==> src/rtl/core/dhtd_pkg.sv <==
`timescale 1ns / 1ps

package dhtd_pkg;

    // Read sequence phase
    typedef enum logic [1:0] {
        PH_STOPPED  = 2'd0,
        PH_RESPONSE = 2'd1,
        PH_DATA     = 2'd2,
        PH_ACQUIRED = 2'd3
    } t_phase;

    // Status codes reported with every result
    typedef enum logic [2:0] {
        ST_NOT_STARTED  = 3'd0,
        ST_OK           = 3'd1,
        ST_CHECKSUM     = 3'd2,
        ST_RESP_TIMEOUT = 3'd3,
        ST_DATA_TIMEOUT = 3'd4,
        ST_EDGE_TIMEOUT = 3'd5,
        ST_GLITCH       = 3'd6
    } t_status;

    // Input commands
    localparam logic CMD_START = 1'b0;
    localparam logic CMD_EDGE  = 1'b1;

    // Register indexes on the configuration port
    localparam logic [1:0] REG_SENSOR_KIND   = 2'd0;
    localparam logic [1:0] REG_ONE_THRESHOLD = 2'd1;
    localparam logic [1:0] REG_EDGE_TIMEOUT  = 2'd2;
    localparam logic [1:0] REG_RESPONSE_MAX  = 2'd3;

    // Register reset values
    localparam logic        RST_SENSOR_KIND   = 1'b1;
    localparam logic [7:0]  RST_ONE_THRESHOLD = 8'd110;
    localparam logic [15:0] RST_EDGE_TIMEOUT  = 16'd6000;
    localparam logic [9:0]  RST_RESPONSE_MAX  = 10'd220;

    // Fixed timing windows in microseconds
    localparam logic [31:0] RESP_EARLY_US = 32'd65;
    localparam logic [31:0] RESP_MIN_US   = 32'd125;
    localparam logic [31:0] BIT_MIN_US    = 32'd60;
    localparam logic [31:0] BIT_MAX_US    = 32'd155;
    localparam logic [31:0] GLITCH_US     = 32'd10;

    // Frame layout
    localparam int unsigned FRAME_BITS  = 40;
    localparam logic [2:0]  LAST_BYTE   = 3'd5;
    localparam logic [2:0]  BIT_TOP     = 3'd7;

endpackage

==> src/rtl/core/dht_edge_timing_decoder_unit.sv <==
`timescale 1ns / 1ps

// DHT11/21/22 single-wire reply decoder working on falling-edge timestamps.
// Input stream: s_axis_tuser selects start (0) or falling edge (1), and
// s_axis_tdata carries the 32-bit microsecond timestamp of the event.
// Every input transfer yields exactly one result transfer on m_axis with the
// current status, busy flag, start-refused flag, reading-valid flag and the
// latched humidity and temperature in tenths.
// Timing: an accepted item is held in the input register, and its result is
// loaded into the output register once that register is free or drains; the
// result is driven on m_axis from the output register.
// Throughput: one item per cycle while the receiver takes every result; the
// decode (one 32-bit subtract, window compares, shift and byte-sum check) is
// a single pass between the two registers.
// When the receiver stalls the output register holds its result and the
// input register still takes one more item; s_axis_tready drops only when
// both are full.
// Reset (i_rst_n low, synchronous) empties both stages, stops any read,
// clears status and readings, and restores the register defaults.
// The APB port writes settings at 4*index; write only while the stream is idle.
module dht_edge_timing_decoder_unit
    import dhtd_pkg::*;
(
    input  logic        i_clk,
    input  logic        i_rst_n,
    // input stream
    input  logic        s_axis_tvalid,
    output logic        s_axis_tready,
    input  logic [31:0] s_axis_tdata,   // [31:0] time_us
    input  logic        s_axis_tuser,   // [0] command
    // result stream
    output logic        m_axis_tvalid,
    input  logic        m_axis_tready,
    // [2:0] status, [3] busy_res, [4] start_refused, [5] reading_valid,
    // [21:6] humidity_tenths, [37:22] temperature_tenths, [39:38] zero
    output logic [39:0] m_axis_tdata,
    // configuration
    input  logic        psel,
    input  logic        penable,
    input  logic        pwrite,
    input  logic [3:0]  paddr,
    input  logic [31:0] pwdata,
    output logic [31:0] prdata,
    output logic        pready
);

    // configuration registers
    logic        r_sensor_kind;
    logic [7:0]  r_one_threshold;
    logic [15:0] r_edge_timeout;
    logic [9:0]  r_response_max;

    // input stage
    logic        r_in_valid;
    logic        r_in_cmd;
    logic [31:0] r_in_time;

    // decoder state
    t_phase                  r_phase, n_phase;
    logic [31:0]             r_ref_time, n_ref_time;
    logic [FRAME_BITS-1:0]   r_frame, n_frame;
    logic [2:0]              r_bit_cnt, n_bit_cnt;
    logic [2:0]              r_byte_idx, n_byte_idx;
    t_status                 r_status, n_status;
    logic [15:0]             r_humidity, n_humidity;
    logic [15:0]             r_temperature, n_temperature;
    logic                    n_refused;

    // output stage
    logic        r_out_valid;
    logic [39:0] r_out_data;
    logic [39:0] n_out_data;

    logic        advance;
    logic        busy;
    logic [31:0] delta;
    logic        bit_val;
    logic [2:0]  byte_inc;
    logic [7:0]  b0, b1, b2, b3, b4;
    logic [7:0]  sum;
    logic [14:0] mag;
    logic [1:0]  reg_idx;
    logic        cfg_write;

    assign pready    = 1'b1;
    assign reg_idx   = paddr[3:2];
    assign cfg_write = psel && penable && pwrite;

    // write configuration registers
    always_ff @(posedge i_clk) begin
        if (!i_rst_n) begin
            r_sensor_kind   <= RST_SENSOR_KIND;
            r_one_threshold <= RST_ONE_THRESHOLD;
            r_edge_timeout  <= RST_EDGE_TIMEOUT;
            r_response_max  <= RST_RESPONSE_MAX;
        end else if (cfg_write) begin
            unique case (reg_idx)
                REG_SENSOR_KIND:   r_sensor_kind   <= pwdata[0];
                REG_ONE_THRESHOLD: r_one_threshold <= pwdata[7:0];
                REG_EDGE_TIMEOUT:  r_edge_timeout  <= pwdata[15:0];
                REG_RESPONSE_MAX:  r_response_max  <= pwdata[9:0];
                default:           r_sensor_kind   <= r_sensor_kind;
            endcase
        end
    end

    // read back configuration registers
    always_comb begin
        unique case (reg_idx)
            REG_SENSOR_KIND:   prdata = {31'd0, r_sensor_kind};
            REG_ONE_THRESHOLD: prdata = {24'd0, r_one_threshold};
            REG_EDGE_TIMEOUT:  prdata = {16'd0, r_edge_timeout};
            REG_RESPONSE_MAX:  prdata = {22'd0, r_response_max};
            default:           prdata = 32'd0;
        endcase
    end

    // stream handshake: decode whenever the output register is free or drains
    assign advance       = r_in_valid && (!r_out_valid || m_axis_tready);
    assign s_axis_tready = !r_in_valid || advance;
    assign m_axis_tvalid = r_out_valid;
    assign m_axis_tdata  = r_out_data;

    assign busy     = (r_phase == PH_RESPONSE) || (r_phase == PH_DATA);
    assign delta    = r_in_time - r_ref_time;
    assign bit_val  = delta > {24'd0, r_one_threshold};
    assign byte_inc = r_byte_idx + 3'd1;

    // bytes of the frame after the current bit is shifted in
    assign b0  = n_frame[39:32];
    assign b1  = n_frame[31:24];
    assign b2  = n_frame[23:16];
    assign b3  = n_frame[15:8];
    assign b4  = n_frame[7:0];
    assign sum = b0 + b1 + b2 + b3;
    assign mag = {b2[6:0], b3};

    // next state of the decoder for the item in the input register
    always_comb begin
        n_phase       = r_phase;
        n_ref_time    = r_ref_time;
        n_frame       = r_frame;
        n_bit_cnt     = r_bit_cnt;
        n_byte_idx    = r_byte_idx;
        n_status      = r_status;
        n_humidity    = r_humidity;
        n_temperature = r_temperature;
        n_refused     = 1'b0;
        if (r_in_cmd == CMD_START) begin
            if (busy) begin
                n_refused = 1'b1;
            end else begin
                n_phase       = PH_RESPONSE;
                n_frame       = '0;
                n_bit_cnt     = BIT_TOP;
                n_byte_idx    = 3'd0;
                n_humidity    = 16'd0;
                n_temperature = 16'd0;
                n_ref_time    = r_in_time;
            end
        end else if (busy) begin
            n_ref_time = r_in_time;
            priority if (delta > {16'd0, r_edge_timeout}) begin
                n_status = ST_EDGE_TIMEOUT;
                n_phase  = PH_STOPPED;
            end else if (r_phase == PH_RESPONSE) begin
                priority if (delta < RESP_EARLY_US) begin
                    // early edge: keep the old reference
                    n_ref_time = r_ref_time;
                end else if (delta > RESP_MIN_US && delta < {22'd0, r_response_max}) begin
                    n_phase = PH_DATA;
                end else begin
                    n_status = ST_RESP_TIMEOUT;
                    n_phase  = PH_STOPPED;
                end
            end else if (delta > BIT_MIN_US && delta < BIT_MAX_US) begin
                n_frame = {r_frame[FRAME_BITS-2:0], bit_val};
                if (r_bit_cnt == 3'd0) begin
                    n_bit_cnt  = BIT_TOP;
                    n_byte_idx = byte_inc;
                    if (byte_inc == LAST_BYTE) begin
                        // full frame: check the byte sum and convert
                        if (sum != b4) begin
                            n_status = ST_CHECKSUM;
                            n_phase  = PH_STOPPED;
                        end else begin
                            n_status = ST_OK;
                            n_phase  = PH_ACQUIRED;
                            if (!r_sensor_kind) begin
                                n_humidity    = ({8'd0, b0} << 3) + ({8'd0, b0} << 1);
                                n_temperature = ({8'd0, b2} << 3) + ({8'd0, b2} << 1);
                            end else begin
                                n_humidity    = {b0, b1};
                                n_temperature = b2[7] ? (16'd0 - {1'b0, mag})
                                                      : {1'b0, mag};
                            end
                        end
                    end
                end else begin
                    n_bit_cnt = r_bit_cnt - 3'd1;
                end
            end else if (delta < GLITCH_US) begin
                n_status = ST_GLITCH;
                n_phase  = PH_STOPPED;
            end else begin
                n_status = ST_DATA_TIMEOUT;
                n_phase  = PH_STOPPED;
            end
        end
    end

    // result fields from the updated state
    always_comb begin
        n_out_data = {2'd0, n_temperature, n_humidity,
                      n_phase == PH_ACQUIRED, n_refused,
                      (n_phase == PH_RESPONSE) || (n_phase == PH_DATA),
                      n_status};
    end

    // input register
    always_ff @(posedge i_clk) begin
        if (!i_rst_n) begin
            r_in_valid <= 1'b0;
        end else if (s_axis_tready) begin
            r_in_valid <= s_axis_tvalid;
        end
        if (s_axis_tready && s_axis_tvalid) begin
            r_in_cmd  <= s_axis_tuser;
            r_in_time <= s_axis_tdata;
        end
    end

    // decoder state, advanced once per decoded item
    always_ff @(posedge i_clk) begin
        if (!i_rst_n) begin
            r_phase       <= PH_STOPPED;
            r_ref_time    <= 32'd0;
            r_frame       <= '0;
            r_bit_cnt     <= BIT_TOP;
            r_byte_idx    <= 3'd0;
            r_status      <= ST_NOT_STARTED;
            r_humidity    <= 16'd0;
            r_temperature <= 16'd0;
        end else if (advance) begin
            r_phase       <= n_phase;
            r_ref_time    <= n_ref_time;
            r_frame       <= n_frame;
            r_bit_cnt     <= n_bit_cnt;
            r_byte_idx    <= n_byte_idx;
            r_status      <= n_status;
            r_humidity    <= n_humidity;
            r_temperature <= n_temperature;
        end
    end

    // output register: load on decode, drop after transfer
    always_ff @(posedge i_clk) begin
        if (!i_rst_n) begin
            r_out_valid <= 1'b0;
        end else if (advance) begin
            r_out_valid <= 1'b1;
        end else if (m_axis_tready) begin
            r_out_valid <= 1'b0;
        end
        if (advance) begin
            r_out_data <= n_out_data;
        end
    end

`ifndef SYNTHESIS
    // a refused start never changes a running read
    a_refused_busy: assert property (@(posedge i_clk) disable iff (!i_rst_n)
        m_axis_tvalid && m_axis_tdata[4] |-> m_axis_tdata[3])
        else $error("start refused while not busy");

    // a valid reading always comes with an ok status
    a_valid_ok: assert property (@(posedge i_clk) disable iff (!i_rst_n)
        m_axis_tvalid && m_axis_tdata[5] |-> m_axis_tdata[2:0] == ST_OK
                                           && !m_axis_tdata[3])
        else $error("reading valid without ok status");

    // an empty output register never blocks the input
    a_ready_free: assert property (@(posedge i_clk) disable iff (!i_rst_n)
        !r_out_valid |-> s_axis_tready)
        else $error("input stalled with empty output register");

    // a decode always leaves a result in the output register
    a_decode_loads: assert property (@(posedge i_clk) disable iff (!i_rst_n)
        advance |=> r_out_valid)
        else $error("decoded item without result");
`endif

endmodule

==> config.mk <==
export PLATFORM = sky130hd
export DESIGN_NAME = dht_edge_timing_decoder_unit
export DESIGN_NICKNAME = d
export VERILOG_FILES = /design/src/rtl/core/dhtd_pkg.sv /design/src/rtl/core/dht_edge_timing_decoder_unit.sv
export SDC_FILE = /design/constraint.sdc
export NUM_CORES = 1
export LEC_CHECK = 0
export BUFFER_PORTS_ARGS = -buffer_cell sky130_fd_sc_hd__buf_2
export CAP_MARGIN = 20
export CORE_ASPECT_RATIO = 0.8
export CORE_MARGIN = 4
export CORE_UTILIZATION = 65
export CTS_BUF_LIST = sky130_fd_sc_hd__clkbuf_8 sky130_fd_sc_hd__clkbuf_16
export CTS_CLUSTER_SIZE = 30
export DETAILED_ROUTE_END_ITERATION = 16
export PLACE_DENSITY = 0.93
export SLEW_MARGIN = 40
export SYNTH_ARGS = -nofsm -noshare
export SYNTH_HDL_FRONTEND = slang
export SYNTH_SLANG_ARGS = --single-unit
export TNS_END_PERCENT = 100
==> constraint.sdc <==
create_clock -name i_clk -period 28 [get_ports i_clk]
set_input_delay 1.4 -clock i_clk [delete_from_list [all_inputs] [get_ports i_clk]]
set_output_delay 1.4 -clock i_clk [all_outputs]
set_load 0.02 [all_outputs]
==> summary by stage, run 1 <==
Detailed routing
The detailed router finished its first iteration with 1,958 violations. The pre-antenna-repair detailed-routing pass consisted of 6 iterations. In this run the remaining antenna-violating nets after routing total 0. For this run, design rule violations remaining after detail routing come to 0. The mean number of vias per cell is 6.41. After detailed routing, the average wire length per cell comes to 18.2 µm. The final layout contains routed wiring with a total length of 37,300 µm. The via count of the routed design is 13,190.

Clocking
After clock tree synthesis, the setup repair step added 0 buffers. The H-tree depth reported by CTS is 1. Post-CTS repair changed the size of 0 cells. In this run the clock root is driven by a sky130_fd_sc_hd__clkbuf_16.

Hold repair after CTS inserted 0 buffers. The number of clock buffers inserted by TritonCTS is 23. TritonCTS built the clock tree.

In this run the deepest clock path goes through 3 buffers. The clock latency on the worst-skew pair is 520 ps. The CTS sink count is 223. The clock transition at the registers of the reported paths is 60 ps.

Finish
The synthesis-to-finish area growth is 9.10%. For this run, the share of the core covered by cells in the final layout is 72.2%. The number of fillers in the final layout is 1,629. The net total in the final layout is 1,920. Of the cells placed in the final design, the portion with a size suffix greater than 1 is 12.1%. The count of antenna diodes in the layout is 0.

Global routing
The number of global-route vias before repair is 12,160. The global routing usage summed across all routing layers is 28.2%. The total overflow left after global routing is 0. The global-route wire length before repair is 60,200 µm. Entering global routing, the biggest net connects 99 pins. The initial antenna violation count is 0.

Timing
The post-layout worst setup margin is 17,510 ps. The final critical path takes up 37.5% of the cycle. The number of hold violations in the final report is 0. The actual transition at the worst max-transition pin is 851 ps. Setup repair after global routing left no endpoint under its margin. Setup total negative slack on the finished layout was measured at 0 ps. The number of max-slew violations in the final report is 0. The final setup violation count is 0.

In this run the tightest slew margin relative to its limit is 43.3%. For the finished layout, the period the worst path requires is 10,490 ps. The post-route clock skew is 15.8 ps.

Static timing analysis puts the maximum clock frequency at 0.0953 GHz.

Yosys
By area, the combinational part of the netlist is dominated by compound AO/OA/AOI/OAI gates. The count of flip-flops with a built-in enable after synthesis is 71. The mux cell area share after synthesis is 4.77%. The simple-gate share of the synthesized area is 17.2%.

After Yosys synthesis, XOR and XNOR cells account for 3.56% of the synthesized area. After technology mapping, the gate count stands at 1,679. The number of synthesized register bits is 223.

In this run, distinct cell masters in the synthesized netlist total 93. For this run, asynchronously set or reset flops after synthesis account for 0%. The part of the Yosys area used for sequential elements is 34.8%.

The area of the mapped netlist is 14,900 µm². The flip-flop cell with the highest count after synthesis is sky130_fd_sc_hd__dfxtp_1. The post-synthesis average cell area is 8.87 µm². The synthesized netlist devotes 22.7% of its cell area to compound gates.

The number of warning messages in the yosys log is 0. The area share of fa/ha/maj cells after synthesis is 10.1%.

Floorplan
The effective utilization at floorplan is 66.2%. The total area inside the core boundary comes to 22,500 µm². The die span in y is 143 µm.

The number of rows created at floorplan is 49. The full die area is 25,400 µm². The overall die width is 177 µm. For this design the top-level I/O count stands at 151.

Worst setup path
The endpoint identified for the worst register-to-register timing path is r_humidity[12]. The critical register-to-register path startpoint is r_in_time[0]. The largest individual stage delay along the critical path comes from the cell sky130_fd_sc_hd__or4_4.

Tracing the worst setup path back leads to its startpoint at r_in_time[0]. On the worst path, the slowest cell contributes a delay of 820 ps. The worst setup path is of the reg2reg kind. The kind of start point of the critical path is a flop. The register-to-register setup slack is 17,510 ps. The maximum net fanout on the critical path is 65. The data required time at the worst endpoint is 28,440 ps. STA puts the critical path data arrival time at 10,930 ps. Measured in cells, the most critical reg-to-reg path has a length of 37. The endpoint kind of the worst setup timing path is a flop.

Flow run
The tool flagged a number of max-cap violations equal to 0.

Power
For this design the total switching power over the nets is 252 µW. The part of the power in registers is 41.6%. Of the total power, the share spent switching nets is 29.7%. Combinational logic burns 21.6% of the power. The sum of internal, switching and leakage power is 849 µW. The fraction of power consumed by the clock network is 36.8%. The worst-case IR drop observed on VDD is 0.0520 mV. The leakage power total is 0.00706 µW. In this run the power density over the cells is 52.3 nW/µm². The internal cell power is 597 µW.

Min path
The startpoint identified for the worst hold timing path is r_temperature[7]. The path with the worst hold slack has its endpoint at r_temperature[7]. The class of the worst hold path is reg2reg. Along the worst hold path, the cell count comes to 1.

Placed design
The half-perimeter wire length after detailed placement is 26,300 µm. The final estimated routing congestion in global placement is 0.926. The worst setup slack before clock tree synthesis is 17,750 ps. The count of port buffers added during placement is 113.

Run status
The run finished with clean final reports.
[cell usage after synthesis, drive strengths merged, types with 29 or more instances]
cell	instances	area [µm²]
xnor2	38	333
dfxtp	152	3040
nor2	65	254
edfxtp	71	2130
o2bb2ai	32	337
inv	126	473
o211ai	30	225
nand2	170	638
mux2i	61	631
a21oi	86	434
and3	29	181
buf	39	267
o21ai	109	546
o211a	32	320
clkbuf	75	282
nor2b	59	369
ha	95	1190
nand3	57	285
[power by group through the flow]
| stage | Combinational (µW) | Clock (µW) | Sequential [µW] |
|---|---|---|---|
| after floorplan | 134 | 0 | 360 |
| after global placement | 170 | 0 | 359 |
| after detailed placement | 177 | 0 | 360 |
| after CTS | 179 | 317 | 353 |
| after global routing | 201 | 330 | 355 |
| final | 183 | 312 | 353 |
[layer usage]
metal  part of all wire (%)  GRT usage, %  vias to the layer above
li1                       -             -                     6117
met1                     42          40.1                     6256
met2                     46          45.3                      753
met3                    9.9          5.02                       64
met4                    1.9          6.76                        0
met5                      0             0                        -
[worst max-delay path by stage]
| stage | to | cells after the start |
|---|---|---|
| 6_report | r_humidity[12] | 37 |
| 5_1_grt | r_humidity[0] | 37 |
| 4_1_cts | r_humidity[12] | 37 |
| 3_5_place_dp | r_humidity[12] | 37 |
| 3_3_place_gp | r_humidity[12] | 37 |
| 2_1_floorplan | r_humidity[15] | 41 |
[state kept, by name, indices dropped and copies added (netlist names), 10 cells and up, named ones only]
register        cells
r_ref_time         32
r_in_time          32
r_edge_timeout     16
r_humidity         16
r_frame            40
r_temperature      16
r_response_max     10
m_axis_tdata       38
[through the flow]
stage | hold WS, ps | instances | cell area, µm²
final | 470 | 2057 | 16200
after global routing | 479 | 2057 | 16200
after CTS | 464 | 2057 | 16200
after detailed placement | 446 | 2015 | 15500
after global placement | 445 | 2015 | 15500
after floorplan | 432 | 1696 | 15000
[kinds of logic (layout without fill, tap and decap cells)]
kind of cell             Yosys count  count (layout)
XOR/XNOR                          59              59
AND/OR/NAND/NOR                  508             508
multiplexers                      67              67
buffers and inverters            240             295
other                              2              19
AO/OA/AOI/OAI                    468             468
adder cells (fa/ha/maj)          112             112
flip-flops                       223             223
[layout make-up]
type	instances	area [µm²]	share of cell area [%]
repair buffers	127	674	4.15
inverters	126	473	2.91
multi-input cells	1233	8770	54.0
well taps	306	383	2.36
flip-flops and latches	223	5170	31.9
clock inverters	14	114	0.701
clock buffers	28	656	4.04
[cell usage in the layout, fill, tap and decap left out, drive strengths merged, types with 21 or more instances in the layout]
cell type	count
nand2	170
dfxtp	152
inv	132
buf	127
o21ai	109
ha	95
a21oi	86
edfxtp	71
nor2	65
mux2i	61
nor2b	59
nand3	57
xnor2	38
o211a	32
o2bb2ai	32
o211ai	30
and3	29
clkbuf	28
and2	27
nor3	21
a21boi	21
[worst max-delay path: cells and delay by family, from the launching register on]
kind	cells	cell delay (ps)
buffers and inverters	5	580
AO/OA/AOI/OAI	14	3570
flip-flops	1	350
XOR/XNOR	2	400
adder cells (fa/ha/maj)	7	2640
AND/OR/NAND/NOR	9	2830
Note: power is estimated with default switching activity, not from simulation.
==> run 2, diff against run 1 <==
--- a/config.mk
+++ b/config.mk
@@ -5,15 +5,16 @@
 export SDC_FILE = /design/constraint.sdc
 export NUM_CORES = 1
 export LEC_CHECK = 0
+export ABC_AREA = 1
 export BUFFER_PORTS_ARGS = -buffer_cell sky130_fd_sc_hd__buf_2
 export CAP_MARGIN = 20
 export CORE_ASPECT_RATIO = 0.8
 export CORE_MARGIN = 4
-export CORE_UTILIZATION = 65
+export CORE_UTILIZATION = 55
 export CTS_BUF_LIST = sky130_fd_sc_hd__clkbuf_8 sky130_fd_sc_hd__clkbuf_16
 export CTS_CLUSTER_SIZE = 30
 export DETAILED_ROUTE_END_ITERATION = 16
-export PLACE_DENSITY = 0.93
+export PLACE_DENSITY = 0.84
 export SLEW_MARGIN = 40
 export SYNTH_ARGS = -nofsm -noshare
 export SYNTH_HDL_FRONTEND = slang
==> constraint.sdc (replaced) <==
create_clock -name i_clk -period 8.45 [get_ports i_clk]
set_input_delay 0.4225 -clock i_clk [delete_from_list [all_inputs] [get_ports i_clk]]
set_output_delay 0.4225 -clock i_clk [all_outputs]
set_load 0.02 [all_outputs]
==> run 2 against run 1 <==
Net effect: die area up 25%; first-iteration DRC count is 24% lower; total power grew to 3.6 times the previous value; via count increased by 19%; cell area rose by 9.3%; fmax rose by 35%; combinational power grew to 4.5 times the previous value; synthesized cell count rose by 42%; sequential power grew to 3.4 times the previous value; global-route usage is 1.4 points lower; clock skew rose by 7.0 ps.
==> summary by stage, run 2 <==
Yosys
The number of warning messages in the yosys log is 0 (unchanged). The number of distinct library cell variants in the gate-level netlist after synthesis is 57 (-39%). The part of the Yosys area used for sequential elements is 32.5% (-2.3 points). In the post-synthesis netlist, the cell with the most instances is sky130_fd_sc_hd__nand2_1.

The share of async-settable or async-resettable flops after synthesis is 0% (unchanged). The largest area contributor in the synthesized netlist is sky130_fd_sc_hd__dfxtp_1. The number of synthesized register bits was 223 (unchanged). The flip-flop cell with the highest count after synthesis is sky130_fd_sc_hd__dfxtp_1. The share of the synthesized area in the top cell type is 19.1% (-1.4 points). The count of flip-flops with a built-in enable after synthesis was 71 (unchanged). The post-synthesis average cell area is 6.70 µm² (-24%). Sorting the synthesized cells by area gives the leading types as sky130_fd_sc_hd__dfxtp_1, sky130_fd_sc_hd__nand2_1, sky130_fd_sc_hd__edfxtp_1. The area of the mapped netlist is 15,900 µm² (+7.1%).

By count the netlist is led by sky130_fd_sc_hd__nand2_1, sky130_fd_sc_hd__inv_1, sky130_fd_sc_hd__a21oi_1, sky130_fd_sc_hd__nor2_1. The number of standard cells after synthesis is 2,381 (+42%).

Finish
Compared with the post-synthesis result, the final layout area differs by 11.3%. The flip-flop count of the largest register after layout came to 40 (unchanged). The final core utilization is 62.5% (-9.7 points). Leaving out fill and tap cells, the most frequent cells in the layout are sky130_fd_sc_hd__nand2_1, sky130_fd_sc_hd__inv_1, sky130_fd_sc_hd__a21oi_1. The largest register by flop count is r_frame. The net total in the final layout is 2,668 (+39%). The count of antenna diodes in the layout is 0 (unchanged). The area of all placed cells without fillers was 17,800 µm² (+9.3%). Leaving out fill and tap cells, the most frequent cell in the layout is sky130_fd_sc_hd__nand2_1. The ratio of cells with drive above 1 in the final layout is 10.4% (-1.7 points).

Clocking
The maximum number of buffers from clock root to sink is 3 (unchanged). The hold buffer count at CTS came to 0 (unchanged). TritonCTS built the clock tree. The CTS sink count is 223 (unchanged). The clock transition at the registers of the reported paths is 60 ps (about the same). Clock tree synthesis selected as its root buffer the cell sky130_fd_sc_hd__clkbuf_16. The clock latency on the worst-skew pair is 550 ps (+30 ps).

The number of clock buffers inserted by TritonCTS came to 24 (+4.3%). The H-tree depth reported by CTS came to 1 (unchanged).

Floorplan
The effective utilization at floorplan is 56.1% (-10 points). The placeable core region was 28,400 µm² (+26%). The number of rows created at floorplan is 55 (+12%). The overall die width was 198 µm (+12%). The I/O pin count is 151 (unchanged). The die span in y came to 160 µm (+12%).

The full die area is 31,800 µm² (+25%).

Detailed routing
The final wirelength is 43,500 µm (+17%). The via count of the routed design is 15,652 (+19%). The first-pass detailed-route iteration total is 6 (unchanged). The number of antenna-violating nets in the routed design is 0 (unchanged). The number of DRC markers after the initial detailed-route iteration is 1,480 (-24%).

The mean number of vias per cell was 5.45 (-15%). The post-detailed-route DRC marker count is 0 (unchanged). The routed wirelength normalized by instance count is 15.2 µm (-16%).

Power
The sum of internal, switching and leakage power is 3070 µW (+260%). The worst IR drop on VDD is 0.171 mV (+230%). The cell area power density is 173 nW/µm² (+230%). The leakage power total was 0.00932 µW (+32%).

Global routing
The leftover overflow at the end of global routing is 0 (unchanged). The routing usage on met3 is 4.09% (-0.93 points). The pin count of the biggest net entering global routing is 83 (-16%). The global routing usage summed across all routing layers is 26.8% (-1.4 points). The initial antenna violation count came to 0 (unchanged).

The number of global-route vias before repair is 14,558 (+20%). The global-route wire length before repair came to 71,100 µm (+18%). The fraction of met1 tracks used by global routing is 40.1% (+0.086 points). The met2 layer usage reported by global route is 40.5% (-4.8 points). The busiest layer in global routing is met2.

Placed design
The count of port buffers added during placement is 113 (unchanged). The half-perimeter wire length after detailed placement is 31,600 µm (+20%). The final estimated routing congestion in global placement is 0.958 (+3.4%). The total cell area at the placement stage came to 16,900 µm² (+9.5%).

Worst setup path
The type of the worst setup path is reg2reg. STA classifies the critical path endpoint as a flop. The register-to-register setup slack is 650 ps (-16,850 ps). The biggest cell delay along the critical path is 520 ps (-300 ps). The largest individual stage delay along the critical path comes from the cell sky130_fd_sc_hd__fa_1. The cell seen most often among critical-path stages is sky130_fd_sc_hd__nand2_1. The maximum net fanout on the critical path is 11 (-83%).

The data required time at the worst endpoint was 8740 ps (-19,700 ps). STA classifies the critical path startpoint as a flop. The data arrival time at the worst-slack endpoint is 8090 ps (-2840 ps).

Flow run
The max-capacitance violation count is 0 (unchanged).

Timing
The number of hold violations in the final report came to 0 (unchanged). The clock period minus final worst setup slack is 7800 ps (-2700 ps). The number of max-slew violations in the final report is 0 (unchanged). The actual transition at the worst max-transition pin is 748 ps (-103 ps). The post-route worst hold slack is 54.1 ps (-416 ps). The post-route fraction of the period consumed by the critical path is 92.3% (+55 points). The relative max-transition margin was 49.9% (+6.7 points). The upper clock frequency limit is 0.128 GHz (+35%). Setup repair after global routing left no endpoint under its margin.

The post-route setup TNS is 0 ps (unchanged). The final setup violation count is 0 (unchanged). The post-route clock skew is 22.7 ps (+6.97 ps).

Min path
The class of the worst hold path is in2reg.

Run status
The flow ran to the end, and the final reports show no timing, DRC or antenna violations.
run 2: layout make-up:
class	instances	area, µm²
fillers	2618	10700
multi-input cells	1630	8690
flip-flops and latches	223	5170
inverters	442	1660
repair buffers	161	981
clock buffers	31	719
well taps	370	463
clock inverters	13	60.1
run 2: through the flow:
step / setup WS (ps) / cells
6_report: 651 / 2870
5_1_grt: 22.2 / 2870
4_1_cts: 480 / 2869
3_5_place_dp: 532 / 2825
3_3_place_gp: 648 / 2824
2_1_floorplan: 1220 / 2398
run 2: path summary, 6_finish.rpt:
path | from | to | cells past startpoint
setup / recovery | r_in_time[0] | m_axis_tdata[3] | 47
setup reg to reg | r_in_time[0] | m_axis_tdata[3] | 47
hold / removal | s_axis_tdata[6] | r_in_time[6] | 1
hold reg to reg | r_ref_time[15] | r_ref_time[15] | 2
run 2: report_power, final:
part | total [µW] | switching [µW] | internal, µW
combinational | 824 | 552 | 272
clock | 1040 | 446 | 597
sequential | 1200 | 27.3 | 1170
total | 3070 | 1030 | 2040
run 2: per-layer routing:
| layer | up-vias | wire length (µm) |
|---|---|---|
| met2 | 580 | 18700 |
| li1 | 7805 | - |
| met1 | 7198 | 20200 |
| met3 | 69 | 3710 |
| met5 | - | 0 |
| met4 | 0 | 893 |
run 2: logic make-up after synthesis:
| group | after synthesis | synth area share [%] |
|---|---|---|
| xor gates and xnor gates | 25 | 1.51 |
| AOI/OAI and AO/OA | 444 | 15.7 |
| adders and majority gates | 110 | 9.34 |
| buffers and inverters | 546 | 13.7 |
| DFF | 223 | 32.5 |
| and+or+nand+nor | 1030 | 27.2 |
| muxes | 1 | 0.0628 |
| other | 2 | 0.0471 |
run 2: what timing repair did:
action / in CTS / in global routing
setup buffers: 0 / 0
resized for setup: 0 / 3
setup endpoints to repair: 0 / 61
run 2: critical path: cells and delay by family (launching register included):
kind | cells | cell delay (ps)
fa+ha+maj | 8 | 2790
buf+inv | 6 | 560
flops | 1 | 380
simple gates | 27 | 2940
xor+xnor | 2 | 380
compound gates | 4 | 490
